`config.mk`:
```
export PLATFORM = sky130hd
export DESIGN_NAME = erst_ram
export DESIGN_NICKNAME = d
export VERILOG_FILES = /design/src/sv/erst_ram.sv
export SDC_FILE = /design/constraint.sdc
export NUM_CORES = 1
export LEC_CHECK = 0
export ABC_CLOCK_PERIOD_IN_PS = 2600
export BUFFER_PORTS_ARGS = -buffer_cell sky130_fd_sc_hd__buf_2
export CAP_MARGIN = 30
export CORE_UTILIZATION = 25
export CTS_CLUSTER_SIZE = 40
export DETAILED_ROUTE_END_ITERATION = 10
export PLACE_DENSITY = 0.49
export SYNTH_ARGS = -nofsm -noshare
export SYNTH_HDL_FRONTEND = slang
export SYNTH_SLANG_ARGS = --single-unit
```
`constraint.sdc`:
```
create_clock -name clk_i -period 2.6 [get_ports clk_i]
set_input_delay 0.39 -clock clk_i [delete_from_list [all_inputs] [get_ports clk_i]]
set_output_delay 0.39 -clock clk_i [all_outputs]
set_load 0.01 [all_outputs]
```
`src/sv/erst_ram.sv`:
```
// erst_ram: generic single-write, single-read ram with registered read data
// no dependencies

module erst_ram #(
  parameter int WIDTH = 8,
  parameter int DEPTH = 16,
  parameter int AW    = (DEPTH > 1) ? $clog2(DEPTH) : 1
) (
  input  logic             clk_i,
  input  logic             we_i,
  input  logic [AW-1:0]    waddr_i,
  input  logic [WIDTH-1:0] wdata_i,
  input  logic             re_i,
  input  logic [AW-1:0]    raddr_i,
  output logic [WIDTH-1:0] rdata_o
);

  logic [WIDTH-1:0] mem_q [DEPTH];
  logic [WIDTH-1:0] rdata_q;

  always_ff @(posedge clk_i) begin
    if (we_i) begin
      mem_q[waddr_i] <= wdata_i;
    end
    if (re_i) begin
      rdata_q <= mem_q[raddr_i];
    end
  end

  assign rdata_o = rdata_q;

endmodule

```
---- Word-level counts from Yosys, hierarchy flattened ----
Memory sizes are Yosys's and may differ from the RTL's. A register that Yosys moved wholly into a read port is not among the register bits.
Cells that the tools add are included.
storage, ports and cells
  bits in registers ....................... 0
  memories kept ........................... 1
  bits of input ports ..................... 19
  RAM bits ................................ 128
  output and inout bits ................... 8
memory list
  memory  depth  width  rd ports  clocked after memory_dff  wr ports  line  text
  mem_q   16     8      1         1                         1         18    logic [WIDTH-1:0] mem_q [DEPTH];
cells by class
  muxes and demuxes ....................... 2
operator list
  kind     count
  $mux W1  2

---- Logic depth before layout (Yosys ltp) ----
Gate-level depths: netlist (run 1).
  depth after elaboration ................. 2
  mapped depth ............................ 5

---- Worst setup path before layout (run 1) ----
OpenSTA, ideal clock, no wires.
  path kind ............................... input port to flip-flop
  start point ............................. input port waddr_i[2]
  end point ............................... memory mem_q[0][0] (enable)
  cell stages on the path ................. 2
  path buffers ............................ 0
  path slack .............................. 0.717 ns
  setup time .............................. 0.383 ns
  data arrival time ....................... 1.500 ns
  cells stage by stage .................... or3b_2 -> nor3_1
RTL lines
  what                line  text
  start: declaration  11    input logic [AW-1:0] waddr_i,
  end: declaration    18
No word-level cell before the write port.

==> flow_summary.yaml, run 1 <==
floorplan:
  start_util_pct: 25.67
  die-area_um2: 21490
  die-width_um: 146.6
  rows: 52
  io_pins: 27
  coreArea_um2: 20360
  die_y_um: 146.6
layout:
  drive_gt1_share_pct: 31.99
  final_cell_mix: "edfxtp_1 (136), buf_2 (26), mux4_2 (18), buf_4 (18), clkbuf_16 (17)"
  instances_no_fill: 567
  final_common_cell: "edfxtp_1"
  ff_latch_area_um2: 4084
  fillers: 1937
  diodes: 0
  multi_input_area_um2: 1057
  final_nets: 303
  synthToLayoutAreaGrowth_pct: 23.70
synth:
  synth_seq_area_share_pct: 78.12
  syn_avg_cell_area_um2: 22.83
  yosysUniqueCellTypes: 18
  synth_cells: 229
  synth_nets: 248
  synth.top_cell.area_share_pct: 78.12
  synth_area_um2: 5228
  yosysWarningCount: 0
  synth_area_leader_cell: "edfxtp_1"
  yosys-top-cells-area: "edfxtp_1 (78%), mux4_2 (7.8%), mux4_1 (7.0%)"
  ys_ff_latch: 136
worst_setup_path:
  crit_path_end_kind: "flip-flop"
  slowest_delay_ps: 580
  cp.buffers_inverters: 2
  cp.required_ps: 2750
  path_cells: "buf_2, buf_4, mux4_1, a22oi_1, nand2_1"
  crit_fanout: 11
  cp-start-kind: "input port"
  arrival_ps: 1860
  cp_top_family: "multiplexers"
  crit_slowest_cell: "mux4_1"
  criticalPathCategory: "input port to flip-flop"
place:
  gp_congestion: 0.7050
  post-place-ws_ps: 407.7
  place_hpwl_mm: 7.423
  place_inst: 535
  portBuffers: 26
run_status:
  status: "finished, final reports clean"
sta:
  fin_hold_ws_ps: 354.4
  fin_ws_ps: 893.7
  setup_viol: 0
  tightestPinTransition_ps: 666.8
  fmax_mhz: 586.1
  slew_headroom_pct: 55.39
  finalSetupTns_ps: 0
  skew_ps: 6.676
  hold_viol: 0
  period_share_pct: 65.63
  drv_slew: 0
  fin_crit_ps: 1706
  grt_setup_unrepaired: "false"
clocking:
  postCtsResizedCells: 0
  cts_setup_buffers: 0
  htree_levels: 4
  holdBufCountCts: 0
  cts.sinks: 136
  cts_buffers: 17
  clk_path_buf_depth: 2
  clockRootBuffer: "clkbuf_16"
  cts_tree: "yes"
  clk_latency_ps: 420
  path_clk_slew_ps: 60
drt:
  wl_met1_mm: 5.110
  dr.pass1.iters: 4
  drcViolationCount: 0
  post_drt_wl_per_cell_um: 19.53
  finalWirelength_mm: 11.08
  dr_wl_met3_um: 428
  drtAntennaViolNets: 0
  first_iter_violations: 115
  viasPerCell: 4.275
  routed-wl-met2_mm: 5.362
  topRoutingLayerUsed: "met4"
  vias: 2424
global_route:
  grt_max_degree: 22
  antenna_found_initial: 0
  grt-ovfl-total: 0
  grt_usage_pct: 11.29
  grt_pass1_wl_mm: 16.87
  grt_pass1_vias: 2636
power_and_ir_drop:
  vdd_ir_drop_max_mv: 0.4718
  cellPowerDensity_nw_per_um2: 845.4
  p_leak_nw: 2.152
hold_path:
  hp-class: "input port to flip-flop"
job:
  maxCapViolCount: 0
sequential cells by signal, summed over array words and instances (netlist names):
signal,flops
rdata_o,8
mem_q,128
worst paths after layout:
kind	from	endpoint	cells past startpoint	slack [ps]
worst max-delay path	raddr_i[0]	rdata_o[0]$_DFFE_PP_	5	890
worst min-delay path	re_i	rdata_o[5]$_DFFE_PP_	1	350
worst max register to register	mem_q[1][0]$_DFFE_PP_	rdata_o[0]$_DFFE_PP_	3	1080
worst min register to register	mem_q[7][2]$_DFFE_PP_	rdata_o[2]$_DFFE_PP_	3	760
final cells by class:
class	instances	share of cell area (%)
Sequential cell	136	63.16
Multi-Input combinational cell	83	16.35
Clock buffer	18	6.637
Tap cell	270	5.224
Timing Repair Buffer	46	4.721
Clock inverter	14	3.909
through the flow:
step,total power [mW],utilization [%],instance area [um^2]
floorplan,2.655,-,5228
global placement,2.771,28.40,5784
detailed placement,2.775,28.40,5784
CTS,5.530,31.75,6466
global route,5.634,31.75,6466
finish,5.466,31.75,6466
cell usage after synthesis:
library cell / instances
a22oi_1: 16
and2_1: 1
and2b_1: 1
buf_2: 3
buf_4: 1
buf_6: 3
clkdlybuf4s25_2: 3
edfxtp_1: 136
mux4_1: 14
mux4_2: 18
nand2_1: 9
nand2b_1: 2
nand3_1: 1
nand3b_1: 2
nor2_1: 13
nor2b_1: 1
nor3_1: 4
or3b_2: 1
power breakdown:
group | internal (mW) | switching, mW | leakage (nW)
combinational | 0.0974 | 0.137 | 0.588
clock | 1.89 | 0.861 | 0.327
sequential | 2.47 | 0.0142 | 1.24
kinds of logic after synthesis:
logic type,Yosys count,share of synthesized area (%)
DFF,136,78.12
and+or+nand+nor,35,3.136
muxes,32,14.79
AOI/OAI and AO/OA,16,2.298
buffers and inverters,10,1.651
layer usage:
layer	up-vias	track usage, %
met5	-	0
met4	0	4.531
met3	14	3.219
met2	53	17.63
met1	1266	14.76
li1	1091	-
Note: power is estimated with default switching activity, not from simulation.
==> run 2, diff against run 1 <==
Settings changed: ABC_CLOCK_PERIOD_IN_PS 2600 to 1700.
Clock period 2.6 ns to 1.7 ns, I/O delays scaled along.
==> run 2 against run 1 <==
Against the previous run: final cell count stayed put; utilization decreased by 0.60 points; sequential cell count stayed put; sequential power increased by 53%; clock skew rose by 5.7 ps; count of clock-buffer cells in the layout grew 4; combinational power rose by 59%; sequential share of layout area up 1.2 points; power rose by 34%; hold slack got worse by 130 ps.
==> flow_summary.yaml, run 2 (synthesized netlist as in run 1, its figures left out) <==
global_route:
  grt_pass1_wl_mm: 16.28
  grt-ovfl-total: 0
  grt_usage_pct: 10.93
  antenna_found_initial: 0
  grt_pass1_vias: 2566
  grt_max_degree: 18
hold_path:
  holdCritStartpoint: "re_i"
  hp-class: "input port to flip-flop"
drt:
  vias: 2458
  finalWirelength_mm: 10.81
  viasPerCell: 4.335
  post_drt_wl_per_cell_um: 19.07
  drcViolationCount: 0
  first_iter_violations: 161
  drtAntennaViolNets: 0
  dr.pass1.iters: 4
clocking:
  clk_latency_ps: 420
  cts_tree: "yes"
  clockRootBuffer: "clkbuf_16"
  cts.sinks: 136
  htree_levels: 4
  postCtsResizedCells: 0
  path_clk_slew_ps: 60
  cts_buffers: 17
  cts_setup_buffers: 0
  clk_path_buf_depth: 2
  holdBufCountCts: 0
floorplan:
  io_pins: 27
  die-width_um: 146.6
  rows: 52
  start_util_pct: 25.67
  die_y_um: 146.6
  die-area_um2: 21490
  coreArea_um2: 20360
sta:
  skew_ps: 12.33
  fin_ws_ps: 204.6
  period_share_pct: 87.96
  grt_setup_unrepaired: "false"
  fmax_mhz: 668.7
  tightestPinTransition_ps: 737.5
  hold_viol: 0
  fin_hold_ws_ps: 221.7
  setup_viol: 0
  drv_slew: 0
  fin_crit_ps: 1495
  slew_headroom_pct: 50.65
place:
  place_hpwl_mm: 7.154
  placed_area_um2: 5842
  gp_congestion: 0.7045
  portBuffers: 26
  post-place-ws_ps: -158.4
  place_inst: 537
worst_setup_path:
  startpoint: "mem_q[1][3]$_DFFE_PP_"
  path_cells: "mux4_1, a22oi_1, nand2_1"
  criticalPathCategory: "flip-flop to flip-flop"
  arrival_ps: 1650
  r2r_start: "mem_q[1][3]$_DFFE_PP_"
  slowest_delay_ps: 500
  r2r_slack_ps: 200
  cp.required_ps: 1860
  cp-start-kind: "flip-flop"
  crit_fanout: 1
  crit_path_end_kind: "flip-flop"
  crit_slowest_cell: "mux4_1"
power_and_ir_drop:
  pwr-share-seq_pct: 51.8
  finalPower_mw: 7.338
  switchingPower_mw: 1.440
  intPower_mw: 5.898
  switching_share_pct: 19.62
  p_comb_share_pct: 5.1
  p_clk_share_pct: 43.1
  p_leak_nw: 2.091
  cellPowerDensity_nw_per_um2: 1157
  vdd_ir_drop_max_mv: 0.7085
layout:
  final_design_area_no_fill_um2: 6344
  synthToLayoutAreaGrowth_pct: 21.35
  final_common_cell: "edfxtp_1"
  final_nets: 305
  largest_register_ffs: 128
  largest-register: "mem_q"
  diodes: 0
  final_cell_mix: "edfxtp_1 (136), buf_2 (26), mux4_2 (18)"
  drive_gt1_share_pct: 29.29
  instances_no_fill: 567
job:
  maxCapViolCount: 0
run_status:
  status: "finished, final reports clean"
-- run 2: path summary, 6_finish.rpt --
path	to	cells after the start
setup / recovery	rdata_o[3]$_DFFE_PP_	3
hold reg to reg	rdata_o[2]$_DFFE_PP_	3
setup reg to reg	rdata_o[3]$_DFFE_PP_	3
hold / removal	rdata_o[4]$_DFFE_PP_	1
-- run 2: worst max-delay path, delay by kind of cell, from the launching register on --
family / cells / cell delay, ps
flops: 1 / 360
mux: 1 / 500
compound gates: 1 / 290
simple gates: 1 / 90
-- run 2: cell type report --
class	instances	area, um^2
clock buffers	22	444.2
clock inverters	8	57.56
fillers	1949	14020
multi-input cells	83	1062
flip-flops and latches	136	4084
well taps	270	337.8
repair buffers	48	357.8
-- run 2: layer usage --
metal	global-route usage, %	part of all wire [%]	up-vias
met3	3.719	6.7	11
met1	14.81	47	1283
li1	-	-	1091
met4	4.531	0.76	0
met5	0	0	-
met2	15.92	45	73
-- run 2: through the flow --
| step | setup TNS [ps] | utilization, % |
|---|---|---|
| after global placement | -899.1 | 28.69 |
| after floorplan | 0 | - |
| after CTS | 0 | 31.15 |
| after global routing | 0 | 31.15 |
| final | 0 | 31.15 |
| after detailed placement | -957.0 | 28.69 |
-- run 2: power by group through the flow --
stage / clock [mW] / sequential [mW] / combinational, mW
final: 3.16 / 3.80 / 0.371
after global routing: 3.39 / 3.81 / 0.405
after CTS: 3.26 / 3.80 / 0.381
after detailed placement: 0 / 3.87 / 0.380
after global placement: 0 / 3.87 / 0.374
after floorplan: 0 / 3.87 / 0.191
==> run 3, diff against run 2 <==
Settings changed: CORE_ASPECT_RATIO from default to 1.4, GPL_ROUTABILITY_DRIVEN from default to 0, HOLD_SLACK_MARGIN from default to 0.15.
==> run 3 against run 2 <==
Against the previous run: largest cell class unchanged; global-route usage about the same; wire length increased by 1.8%; critical endpoint unchanged; clock power increased by 12%; design area increased by 0.85%; count of clock-buffer cells in the layout decreased by 5; critical path depth unchanged; utilization increased by 0.088 points; fmax decreased by 2.6%; non-clock buffer count increased by 1; power increased by 4.9%; final cell count decreased by 1.9%.
==> flow_summary.yaml, run 3 (synthesized netlist as in run 1, its figures left out) <==
clocking:
  cts_tree: "yes"
  clk_latency_ps: 420
  holdBufCountCts: 0
  postCtsResizedCells: 0
  cts_buffers: 17
  clockRootBuffer: "clkbuf_16"
  clk_path_buf_depth: 2
  path_clk_slew_ps: 60
  htree_levels: 4
  cts.sinks: 136
  cts_setup_buffers: 0
worst_setup_path:
  worst-path-stages: 3
  crit_slowest_cell: "mux4_1"
  startpoint: "mem_q[1][3]$_DFFE_PP_"
  crit_fanout: 1
  cp-start-kind: "flip-flop"
  cp.buffers_inverters: 0
  arrival_ps: 1690
  slowest_delay_ps: 500
  crit_path_end_kind: "flip-flop"
  path_cells: "mux4_1, a22oi_1, nand2_1"
  reg2reg_depth: 3
  crit_end: "rdata_o[3]$_DFFE_PP_"
  cp_top_family: "multiplexers"
  r2r_end: "rdata_o[3]$_DFFE_PP_"
  criticalPathCategory: "flip-flop to flip-flop"
  r2r_start: "mem_q[1][3]$_DFFE_PP_"
  cp.required_ps: 1850
  r2r_slack_ps: 160
global_route:
  grt_pass1_vias: 2653
  antenna_found_initial: 0
  grt_usage_pct: 10.90
  grt-ovfl-total: 0
  grt_pass1_wl_mm: 16.59
  grt_max_degree: 23
layout:
  multi_input_area_um2: 1062
  largest-register: "mem_q"
  largest_register_ffs: 128
  ff_latch_area_um2: 4084
  final_cell_mix: "edfxtp_1 (136), buf_2 (26), buf_4 (19)"
  final_common_cell: "edfxtp_1"
  final_nets: 306
  fillers: 2020
  drive_gt1_share_pct: 32.67
  diodes: 0
  synthToLayoutAreaGrowth_pct: 22.38
power_and_ir_drop:
  cellPowerDensity_nw_per_um2: 1203
  finalPower_mw: 7.699
  vdd_ir_drop_max_mv: 0.6640
  p_leak_nw: 2.127
drt:
  drcViolationCount: 0
  dr.pass1.iters: 4
  viasPerCell: 4.378
  post_drt_wl_per_cell_um: 19.80
  finalWirelength_mm: 11.01
  vias: 2434
  first_iter_violations: 166
  drtAntennaViolNets: 0
place:
  portBuffers: 26
  place_hpwl_mm: 7.477
hold_path:
  hp-class: "input port to flip-flop"
sta:
  period_share_pct: 90.31
  skew_ps: 6.470
  drv_slew: 0
  finalSetupTns_ps: 0
  tightestPinTransition_ps: 802.5
  fin_crit_ps: 1535
  setup_viol: 0
  slew_headroom_pct: 46.39
  hold_viol: 0
  fmax_mhz: 651.3
  grt_setup_unrepaired: "false"
floorplan:
  start_util_pct: 25.53
  rows: 62
  die-area_um2: 21500
  coreArea_um2: 20480
  die-width_um: 124.2
  die_y_um: 173.1
  io_pins: 27
job:
  maxCapViolCount: 0
run_status:
  status: "finished, final reports clean"
[run 3: final cells by class]
cell class | instances | share of cell area [%]
Timing Repair Buffer | 49 | 5.515
Tap cell | 256 | 5.007
Multi-Input combinational cell | 83 | 16.60
Clock inverter | 15 | 2.386
Sequential cell | 136 | 63.84
Clock buffer | 17 | 6.650
[run 3: worst reg2reg max path: cells and delay by family, from the launching register on]
family / cells / cell delay (ps)
flops: 1 / 360
mux: 1 / 500
simple gates: 1 / 110
compound gates: 1 / 300
[run 3: worst min path at each step]
| stage | start | endpoint | slack, ps | depth (start not counted) |
|---|---|---|---|---|
| after floorplan | wdata_i[0] | mem_q[0][0]$_DFFE_PP_ | 350 | 0 |
| after global placement | wdata_i[1] | mem_q[5][1]$_DFFE_PP_ | 640 | 1 |
| after detailed placement | wdata_i[1] | mem_q[5][1]$_DFFE_PP_ | 660 | 1 |
| after CTS | wdata_i[1] | mem_q[5][1]$_DFFE_PP_ | 210 | 1 |
| after global routing | re_i | rdata_o[7]$_DFFE_PP_ | 220 | 1 |
| final | re_i | rdata_o[7]$_DFFE_PP_ | 220 | 1 |
[run 3: per-layer routing]
layer  GRT usage (%)  vias to the layer above  wire length (um)  part of all wire, %
met3           2.785                       14               363                  3.3
met2           18.46                       47              5698                   52
li1                -                     1096                 -                    -
met1           13.00                     1277              4750                   43
met4           4.819                        0               194                  1.8
met5               0                        -                 0                    0
[run 3: power breakdown]
group          switching [mW]  leakage, nW  internal, mW
logic                   0.206        0.614         0.157
clock network            1.38        0.276          2.16
registers              0.0215         1.24          3.78
[run 3: stage by stage]
step | cells | setup WS (ps) | util, % | instance area [um^2] | hold WS [ps]
detailed placement | 524 | -156.7 | 28.42 | 5819 | 655.7
finish | 556 | 164.7 | 31.24 | 6397 | 218.9
global route | 556 | 67.62 | 31.24 | 6397 | 222.8
global placement | 524 | -154.5 | 28.42 | 5819 | 635.1
CTS | 556 | 105.3 | 31.24 | 6397 | 211.9
floorplan | 229 | 162.6 | - | 5233 | 353.9
