File: config.mk
export PLATFORM = sky130hd
export DESIGN_NAME = erst_update
export DESIGN_NICKNAME = d
export VERILOG_FILES = /design/src/sv/erst_pkg.sv /design/src/sv/erst_update.sv
export SDC_FILE = /design/constraint.sdc
export NUM_CORES = 1
export LEC_CHECK = 0
export BUFFER_PORTS_ARGS = -buffer_cell sky130_fd_sc_hd__buf_2
export CORE_MARGIN = 8
export CORE_UTILIZATION = 42
export DETAILED_ROUTE_END_ITERATION = 8
export PLACE_DENSITY = 0.86
export SYNTH_ARGS = -nofsm -noshare
export SYNTH_HDL_FRONTEND = slang
export SYNTH_SLANG_ARGS = --single-unit
export TNS_END_PERCENT = 50
File: constraint.sdc
create_clock -name vclk -period 2.5
set_clock_uncertainty 0.05 [all_clocks]
set_input_delay 0.25 -clock vclk [all_inputs]
set_output_delay 0.25 -clock vclk [all_outputs]
set_load 0.03 [all_outputs]
File: src/sv/erst_pkg.sv
// erst_pkg: shared types, codes and sizes for the expert residency state table
// no dependencies; imported by every module of the block except erst_ram

package erst_pkg;

  localparam int NUM_LAYERS  = 32;
  localparam int NUM_EXPERTS = 64;
  localparam int NUM_TIERS   = 4;

  localparam int DEPTH = NUM_LAYERS * NUM_EXPERTS;
  localparam int IDX_W = (DEPTH > 1) ? $clog2(DEPTH) : 1;

  localparam int OP_W     = 4;
  localparam int LAYER_W  = 5;
  localparam int EXPERT_W = 6;
  localparam int TIER_W   = 2;
  localparam int TIME_W   = 32;
  localparam int CNT_W    = 32;
  localparam int STAT_W   = 2;
  localparam int LC_W     = 3;

  typedef enum logic [OP_W-1:0] {
    OP_REGISTER = 4'd0,
    OP_REQUEST  = 4'd1,
    OP_QUEUE    = 4'd2,
    OP_LOAD     = 4'd3,
    OP_READY    = 4'd4,
    OP_ACQUIRE  = 4'd5,
    OP_RELEASE  = 4'd6,
    OP_EVICT    = 4'd7,
    OP_FAIL     = 4'd8,
    OP_READ     = 4'd9
  } op_e;

  typedef enum logic [LC_W-1:0] {
    LC_READY     = 3'd0,
    LC_REQUESTED = 3'd1,
    LC_QUEUED    = 3'd2,
    LC_LOADING   = 3'd3,
    LC_IN_USE    = 3'd4,
    LC_EVICTING  = 3'd5,
    LC_FAILED    = 3'd6
  } lc_e;

  typedef enum logic [STAT_W-1:0] {
    ST_OK      = 2'd0,
    ST_NOT_REG = 2'd1,
    ST_ALREADY = 2'd2,
    ST_ILLEGAL = 2'd3
  } status_e;

  typedef struct packed {
    logic                valid;
    lc_e                 lc;
    logic [TIER_W-1:0]   cur;
    logic [TIER_W-1:0]   tgt;
    logic [CNT_W-1:0]    usage;
    logic [TIME_W-1:0]   last;
  } entry_t;

  localparam int ENTRY_W = $bits(entry_t);

  // outcome of one operation on one entry
  typedef struct packed {
    logic    we;
    status_e status;
    entry_t  entry;
  } rsp_t;

  function automatic logic [TIER_W-1:0] clamp_tier(input logic [TIER_W-1:0] t);
    logic [TIER_W-1:0] r;
    r = t;
    if (32'(t) >= NUM_TIERS) r = TIER_W'(NUM_TIERS - 1);
    return r;
  endfunction

endpackage

File: src/sv/erst_update.sv
// erst_update: lifecycle transition rules for one table entry
// depends on erst_pkg

module erst_update (
  input  logic [erst_pkg::OP_W-1:0]   op_i,
  input  logic [erst_pkg::TIER_W-1:0] tier_i,
  input  logic [erst_pkg::TIME_W-1:0] now_i,
  input  logic                        in_range_i,
  input  erst_pkg::entry_t            entry_i,
  output erst_pkg::rsp_t              rsp_o
);
  import erst_pkg::*;

  entry_t  e;
  status_e st;

  always_comb begin
    e  = entry_i;
    st = ST_OK;
    if (!in_range_i) begin
      st = ST_NOT_REG;
    end else if (op_e'(op_i) == OP_REGISTER) begin
      if (e.valid) begin
        st = ST_ALREADY;
      end else begin
        e.valid = 1'b1;
        e.lc    = LC_READY;
        e.cur   = tier_i;
        e.tgt   = tier_i;
        e.usage = '0;
        e.last  = now_i;
      end
    end else if (!e.valid) begin
      st = ST_NOT_REG;
    end else begin
      case (op_e'(op_i))
        OP_REQUEST: begin
          if (e.lc == LC_READY || e.lc == LC_FAILED) begin
            e.tgt = tier_i;
            e.lc  = LC_REQUESTED;
          end else st = ST_ILLEGAL;
        end
        OP_QUEUE: begin
          if (e.lc == LC_REQUESTED) e.lc = LC_QUEUED;
          else st = ST_ILLEGAL;
        end
        OP_LOAD: begin
          if (e.lc == LC_QUEUED) e.lc = LC_LOADING;
          else st = ST_ILLEGAL;
        end
        OP_READY: begin
          if (e.lc == LC_LOADING || e.lc == LC_EVICTING || e.lc == LC_REQUESTED) begin
            e.cur  = tier_i;
            e.tgt  = tier_i;
            e.lc   = LC_READY;
            e.last = now_i;
          end else st = ST_ILLEGAL;
        end
        OP_ACQUIRE: begin
          if (e.lc == LC_READY) begin
            e.lc   = LC_IN_USE;
            e.last = now_i;
            // usage count saturates
            if (e.usage != '1) e.usage = e.usage + CNT_W'(1);
          end else st = ST_ILLEGAL;
        end
        OP_RELEASE: begin
          if (e.lc == LC_IN_USE) begin
            e.lc   = LC_READY;
            e.last = now_i;
          end else st = ST_ILLEGAL;
        end
        OP_EVICT: begin
          if (e.lc == LC_READY) begin
            e.tgt = tier_i;
            e.lc  = LC_EVICTING;
          end else st = ST_ILLEGAL;
        end
        OP_FAIL: e.lc = LC_FAILED;
        default: ;  // read and undefined codes leave the entry alone
      endcase
    end

    rsp_o.we     = in_range_i && (st == ST_OK);
    rsp_o.status = st;
    rsp_o.entry  = (st == ST_NOT_REG) ? '0 : e;
  end

endmodule

-- After elaboration in Yosys (flattened, before gate mapping)
Cells that the tools add are included.
- memory bits (read-only): 0
- output and inout port bits: 75
- input port bits: 111
- memories kept: 0
- memory bits (writable): 0
- flip-flop bits (word level): 0
- latch bits: 0
- word-level logic and storage cells: 60
- $add $sub $neg: 1
- shifts and indexed selects: 0
- order comparisons: 0
- bitwise gates (word level): 0
- reductions and logical operators: 8
- div/mod/pow operators: 0
- multipliers: 0
- equality and inequality tests: 16
- muxes and demuxes: 35
- operator list (cell ; number):
    71-bit 2-to-1 mux ; 3
    72-bit 2-to-1 mux ; 2
    32-bit 2-to-1 mux ; 4
    32-bit case mux with 3 select lines ; 1
    64-bit 2-to-1 mux ; 1
    32-bit by 1-bit adder with 32-bit output, second input constant ; 1
    32-bit != test, second input constant ; 1
    2-bit 2-to-1 mux ; 13
    3-bit case mux with 8 select lines ; 1
    3-bit 2-to-1 mux ; 6
    4-bit by 3-bit == test with 1-bit output, second input constant ; 4
    2-bit case mux with 6 select lines ; 1
    3-bit == test, second input constant ; 3
    4-bit by 2-bit == test with 1-bit output, second input constant ; 2
    7-bit 2-to-1 mux ; 1
    3-bit by 2-bit == test with 1-bit output, second input constant ; 2
    2-bit case mux with 3 select lines ; 1
    4-bit by 1-bit == test with 1-bit output, second input constant ; 1
    4-bit == test, second input constant ; 1
    4-bit logical NOT ; 1
    3-bit by 1-bit == test with 1-bit output, second input constant ; 1
    3-bit logical NOT ; 1
    1-bit logical OR ; 3
    2-bit by 1-bit == test with 1-bit output, second input constant ; 1
    other kinds (4) ; 4

-- Logic depth before layout (Yosys ltp)
Gate-level depths: netlist of run 1.
- depth after elaboration: 10
- gate-level depth with buffers: 7
- mapped depth without buffers: 6

-- Worst setup path after synthesis of run 1
OpenSTA, ideal clock, no wires.
- path type: input to output
- start point: input port op_i[3] (netlist bit)
- end point: output port rsp_o[37] (netlist bit)
- data arrival time: 2.425 ns
- path buffers: 3
- cell stages on the path: 6
- required time: 2.200 ns
- path slack: -0.225 ns
- cells stage by stage: buf_2 -> nor4_1 -> o21ai_1 -> clkbuf_1 -> clkbuf_1 -> o41ai_1
- RTL lines (what ; RTL line ; RTL):
    from (decl) ; erst_update.sv:5 ; input logic [erst_pkg::OP_W-1:0] op_i,
    to (decl) ; erst_update.sv:10 ; output erst_pkg::rsp_t rsp_o

==> results of run 1 <==
power groups by stage:
| stage | registers [mW] | logic (mW) | clock network (mW) |
|---|---|---|---|
| 2_1_floorplan | 0 | 0.307 | 0 |
| 3_3_place_gp | 0 | 0.532 | 0 |
| 3_5_place_dp | 0 | 0.542 | 0 |
| 4_1_cts | 0 | 0.545 | 0 |
| 5_1_grt | 0 | 0.603 | 0 |
| 6_report | 0 | 0.561 | 0 |
layer usage:
metal / GRT usage / vias up
li1: - / 1912
met1: 0.325 / 1867
met2: 0.437 / 266
met3: 0.0309 / 51
met4: 0.0861 / 0
met5: 0 / -
through the flow:
stage                     setup slack (ns)  instances  setup TNS (ns)
after floorplan                    -0.0862        391         -0.0862
after CTS                        -0.000932        664       -0.000932
after global routing               -0.0537        666          -0.149
after global placement              0.0234        664               0
final                               0.0309        666               0
after detailed placement           -0.0132        664         -0.0209
worst max-delay path by stage:
stage / from / to / slack (ns) / cells after the start
after floorplan: op_i[3] / rsp_o[74] / -0.09 / 7
after global placement: entry_i[70] / rsp_o[63] / 0.02 / 8
after detailed placement: entry_i[70] / rsp_o[63] / -0.01 / 8
after CTS: entry_i[32] / rsp_o[56] / -0.0009 / 8
after global routing: entry_i[32] / rsp_o[56] / -0.05 / 10
final: entry_i[32] / rsp_o[56] / 0.03 / 10
cell type report:
class              count  area (um^2)  area share
multi-input cells    353         2250       0.605
repair buffers       234         1350       0.363
well taps             72         90.1      0.0243
inverters              7         26.3     0.00708
placed cells by master (no fill, tap or decap), types with 4 or more instances in the layout:
cell type / netlist / layout
nor4_1: 7 / 5
nor2_1: 22 / 20
mux2i_1: 15 / 15
o31ai_1: 4 / 4
nand2b_1: 7 / 7
inv_1: 6 / 6
nor2b_1: 4 / 4
o21ai_1: 33 / 31
nor3_1: 7 / 7
or4_1: 5 / 4
or2_1: 9 / 8
a31oi_1: 5 / 5
nand3_1: 49 / 47
buf_4: 0 / 50
a21oi_1: 40 / 39
nand4_1: 16 / 16
nand2_1: 46 / 46
and3_1: 6 / 5
buf_2: 9 / 178
o21ai_0: 5 / 5
or3_1: 7 / 7
o211ai_1: 10 / 10
kinds of logic (layout without fill, tap and decap cells):
group                      after synthesis  count (layout)  synth area share
and+or+nand+nor                        212             212             0.518
AOI/OAI and AO/OA                      121             121             0.321
buffers and inverters                   38             241            0.0709
muxes                                   18              18            0.0808
adders and majority gates                1               1           0.00549
xor gates and xnor gates                 1               1           0.00385
repair_timing:
| item | in CTS | in global routing |
|---|---|---|
| cloned | 0 | 0 |
| pin swaps | 2 | 3 |
| endpoints found under the setup margin | 4 | 45 |
| resized for setup | 3 | 29 |
| endpoints found under the hold margin | 0 | 0 |
| buffers inserted | 0 | 2 |
==> run_results.csv, run 1 <==
group,metric,value,unit
detailed_routing,ant_nets,0,
sta,hold_viol,0,
sta,tightestPinTransition,0.495,ns
layout,seqCellArea,0,um^2
flow_run,max_cap_viol_count,0,
worst_hold_path,hold_path.startpoint,"entry_i[35]",
worst_setup_path,worstSetupStartpointType,"input pin",
sta,relSlewSlack,0.669,
worst_hold_path,min_delay_worst_endpoint,"rsp_o[35]",
detailed_routing,drt-total-wl,11.6,mm
clock_network,hold_buffers,0,
worst_setup_path,path_max_fanout,5,
yosys,synth_top_area_share,0.108,
floorplanning,coreArea,0.00537,mm^2
sta,fin_hold_ws,0.819,ns
power_and_ir_drop,p_sw,349,uW
place,dp_hpwl,9.19,mm
floorplanning,start_util,0.424,
floorplanning,die-area,0.00803,mm^2
power_and_ir_drop,p_int,212,uW
worst_setup_path,crit_arrival,2.17,ns
layout,area_growth,63.0,%
sta,final_max_slew_viol_count,0,
layout,drive_gt1_frac,0.448,
detailed_routing,dr_wl_met2,5.57,mm
worst_setup_path,end_kind,"primary output",
detailed_routing,drt-wirelength-per-cell,17.4,um
sta,finalSetupViolations,0,
detailed_routing,vias_per_cell,6.15,
worst_setup_path,critical_path.top_delay_family,"simple AND/OR/NAND/NOR gates",
sta,max_freq,405,MHz
grt,grt_pass1_wl,17.4,mm
yosys,yosysMostFrequentCell,"nand3_1",
detailed_routing,highest_layer,"met4",
sta,rsz0062_at_grt,"yes",
power_and_ir_drop,p_total,561,uW
yosys,synthTopCellsByArea,"nand3_1, a21oi_1, nand2_1",
layout,fin_util,0.691,
floorplanning,fp.dieH,89.6,um
power_and_ir_drop,seqPwrFrac,0,
yosys,yosysUniqueCellTypes,60,
layout,fillers,465,
detailed_routing,drc,0,
yosys,syn_inst,391,
power_and_ir_drop,irDropWorstVdd,0.0000948,V
place,io_buffers,186,
detailed_routing,dr.first_iter.drc_count,333,
floorplanning,io_pins,186,
worst_setup_path,crit_type,"in2out",
place,gp_congestion,1.03,
power_and_ir_drop,combPwrFrac,1.000,
power_and_ir_drop,powerDensity,151,mW/mm^2
worst_setup_path,crit_required,2.20,ns
layout,postLayoutCellArea,0.00371,mm^2
grt,antenna_found_initial,0,
grt,gr-total-overflow,0,
worst_hold_path,whs_path_depth,3,
worst_hold_path,hold_path.class,"in2out",
yosys,syn_area_per_cell,5.82,um^2
floorplanning,placementRows,27,
sta,fin_crit,2.47,ns
floorplanning,die_w,89.6,um
yosys,yosys_warnings,0,
worst_setup_path,cpMostUsedCell,"buf_4",
grt,grt_pass1_vias,3735,
yosys,synth_area_leader_cell,"nand3_1",
detailed_routing,wl_met3,1.09,mm
layout,seq_cells,0,
layout,n_antenna_cell,0,
sta,period_share,0.988,
layout,nets,708,
place,postPlaceCellArea,0.00358,mm^2
detailed_routing,firstDrtPassIters,5,
worst_setup_path,critical-path-slowest-cell,"or3_1",
layout,n_clock_buffer,0,
yosys,synth_common_cells,"nand3_1, nand2_1, a21oi_1",
power_and_ir_drop,clockPowerShare,0,
worst_setup_path,crit_buf_inv,4,
detailed_routing,drt-met1-wl,4.42,mm
worst_setup_path,cpPeakStageDelay,0.34,ns
detailed_routing,vias,4096,
power_and_ir_drop,power.leakage,1.76,nW
power_and_ir_drop,switching_share,0.622,
worst_setup_path,cp_cell_sequence,"buf_2, ha_2, nand4_1, buf_4, nor4_4, buf_4, nand4b_1, or3_1, a21oi_1, clkbuf_4",
grt,grt_usage,0.257,
yosys,synth_nets,503,
yosys,yosysSeqAreaShare,0,
status,status,"complete, no violations",
grt,grt_max_degree,37,
yosys,netlist_area,0.00228,mm^2
Power figures use the tool's default switching activity.
==> run 2: changes to the inputs <==
- REMOVE_ABC_BUFFERS: unset -> 1
==> run 2 against run 1 <==
Compared with the run above: flip-flop and latch count stayed put; global-route usage shrank 0.83 points; final cell count fell by 0.15%; largest power group unchanged.
==> run_results.csv, run 2 (synthesis gave the netlist of run 1 again) <==
group,metric,value,unit
status,status,"complete, no violations",
layout,postLayoutCellArea,0.00375,mm^2
floorplanning,io_pins,186,
grt,grt_pass1_vias,3598,
worst_hold_path,whs_path_depth,3,
floorplanning,start_util,0.424,
layout,fin_cells,665,
power_and_ir_drop,powerDensity,152,mW/mm^2
place,dp_hpwl,9.26,mm
grt,grt_usage,0.249,
worst_setup_path,end_kind,"primary output",
floorplanning,die-area,0.00803,mm^2
sta,final_max_slew_viol_count,0,
layout,n_antenna_cell,0,
worst_hold_path,hold_path.class,"in2out",
place,postPlaceCellArea,0.00354,mm^2
layout,final_cell_mix,"buf_2, nand2_1, nand3_1",
grt,grt_pass1_wl,16.7,mm
layout,drive_gt1_frac,0.438,
layout,n_clock_buffer,0,
detailed_routing,firstDrtPassIters,5,
flow_run,max_cap_viol_count,0,
power_and_ir_drop,power.leakage,1.79,nW
layout,fin_util,0.698,
detailed_routing,drc,0,
detailed_routing,vias_per_cell,6.08,
worst_setup_path,path_max_fanout,8,
sta,fin_crit,2.48,ns
sta,period_share,0.992,
floorplanning,die_w,89.6,um
worst_setup_path,crit_start,"entry_i[70]",
sta,hold_viol,0,
sta,relSlewSlack,0.601,
floorplanning,placementRows,27,
detailed_routing,drt-total-wl,11.7,mm
grt,antenna_found_initial,0,
clock_network,hold_buffers,0,
place,dp_cells,656,
detailed_routing,ant_nets,0,
floorplanning,coreArea,0.00537,mm^2
power_and_ir_drop,irDropWorstVdd,0.000110,V
sta,max_freq,403,MHz
floorplanning,fp.dieH,89.6,um
worst_hold_path,hold_path.startpoint,"entry_i[35]",
grt,grt_max_degree,37,
worst_setup_path,crit_arrival,2.18,ns
sta,tightestPinTransition,0.592,ns
layout,seq_cells,0,
worst_setup_path,worstSetupStartpointType,"input pin",
place,gp_congestion,0.963,
detailed_routing,vias,4045,
layout,area_growth,64.6,%
place,io_buffers,186,
layout,final_common_cell,"buf_2",
layout,nets,707,
detailed_routing,dr.first_iter.drc_count,310,
worst_setup_path,crit_type,"in2out",
sta,finalSetupViolations,0,
worst_setup_path,crit_required,2.20,ns
sta,rsz0062_at_grt,"yes",
detailed_routing,drt-wirelength-per-cell,17.6,um
layout,seqCellArea,0,um^2
grt,gr-total-overflow,0,
run 2: per-layer routing:
metal,track usage,part of all wire
met1,0.302,0.37
met5,0,0
met4,0.0891,0.027
met3,0.0318,0.10
met2,0.435,0.50
run 2: final cells by class:
| class | instances | area, um^2 |
|---|---|---|
| fill | 481 | 1620 |
| multi-input combinational | 353 | 2220 |
| inverter | 7 | 26.3 |
| tap | 72 | 90.1 |
| timing repair buffer | 233 | 1420 |
run 2: final timing paths:
check        end
min    rsp_o[35]
max    rsp_o[15]
run 2: through the flow:
| stage | setup TNS (ns) | worst slack, ns | hold slack [ns] | power [mW] |
|---|---|---|---|---|
| finish | 0 | 0.0190 | 0.807 | 0.569 |
| global route | -0.436 | -0.0628 | 0.821 | 0.609 |
| CTS | -0.0117 | -0.0117 | 0.808 | 0.545 |
| detailed placement | -0.00911 | -0.00911 | 0.808 | 0.543 |
| global placement | 0 | 0.0806 | 0.803 | 0.531 |
| floorplan | -31.09 | -0.947 | 0.649 | 0.284 |
run 2: power by group:
group / internal, mW / leakage [nW] / switching [mW]
logic: 0.219 / 1.79 / 0.350
registers: 0 / 0 / 0
clock network: 0 / 0 / 0
total: 0.219 / 1.79 / 0.350
run 2: repair_timing:
| item | 4_1_cts | 5_1_grt |
|---|---|---|
| setup endpoints to repair | 1 | 35 |
| endpoints found under the hold margin | 0 | 0 |
| gates cloned | 0 | 2 |
| gates resized for setup | 0 | 34 |
| buffers inserted | 0 | 7 |
| pin swaps | 0 | 5 |
run 2: worst max-delay path, cell delays in order:
cell       delay [ns]
buf_2            0.14
or3_4            0.44
or2_1            0.27
a221oi_4         0.27
buf_6            0.16
clkbuf_16        0.15
o21ai_1          0.08
a21oi_1          0.19
clkbuf_4         0.22
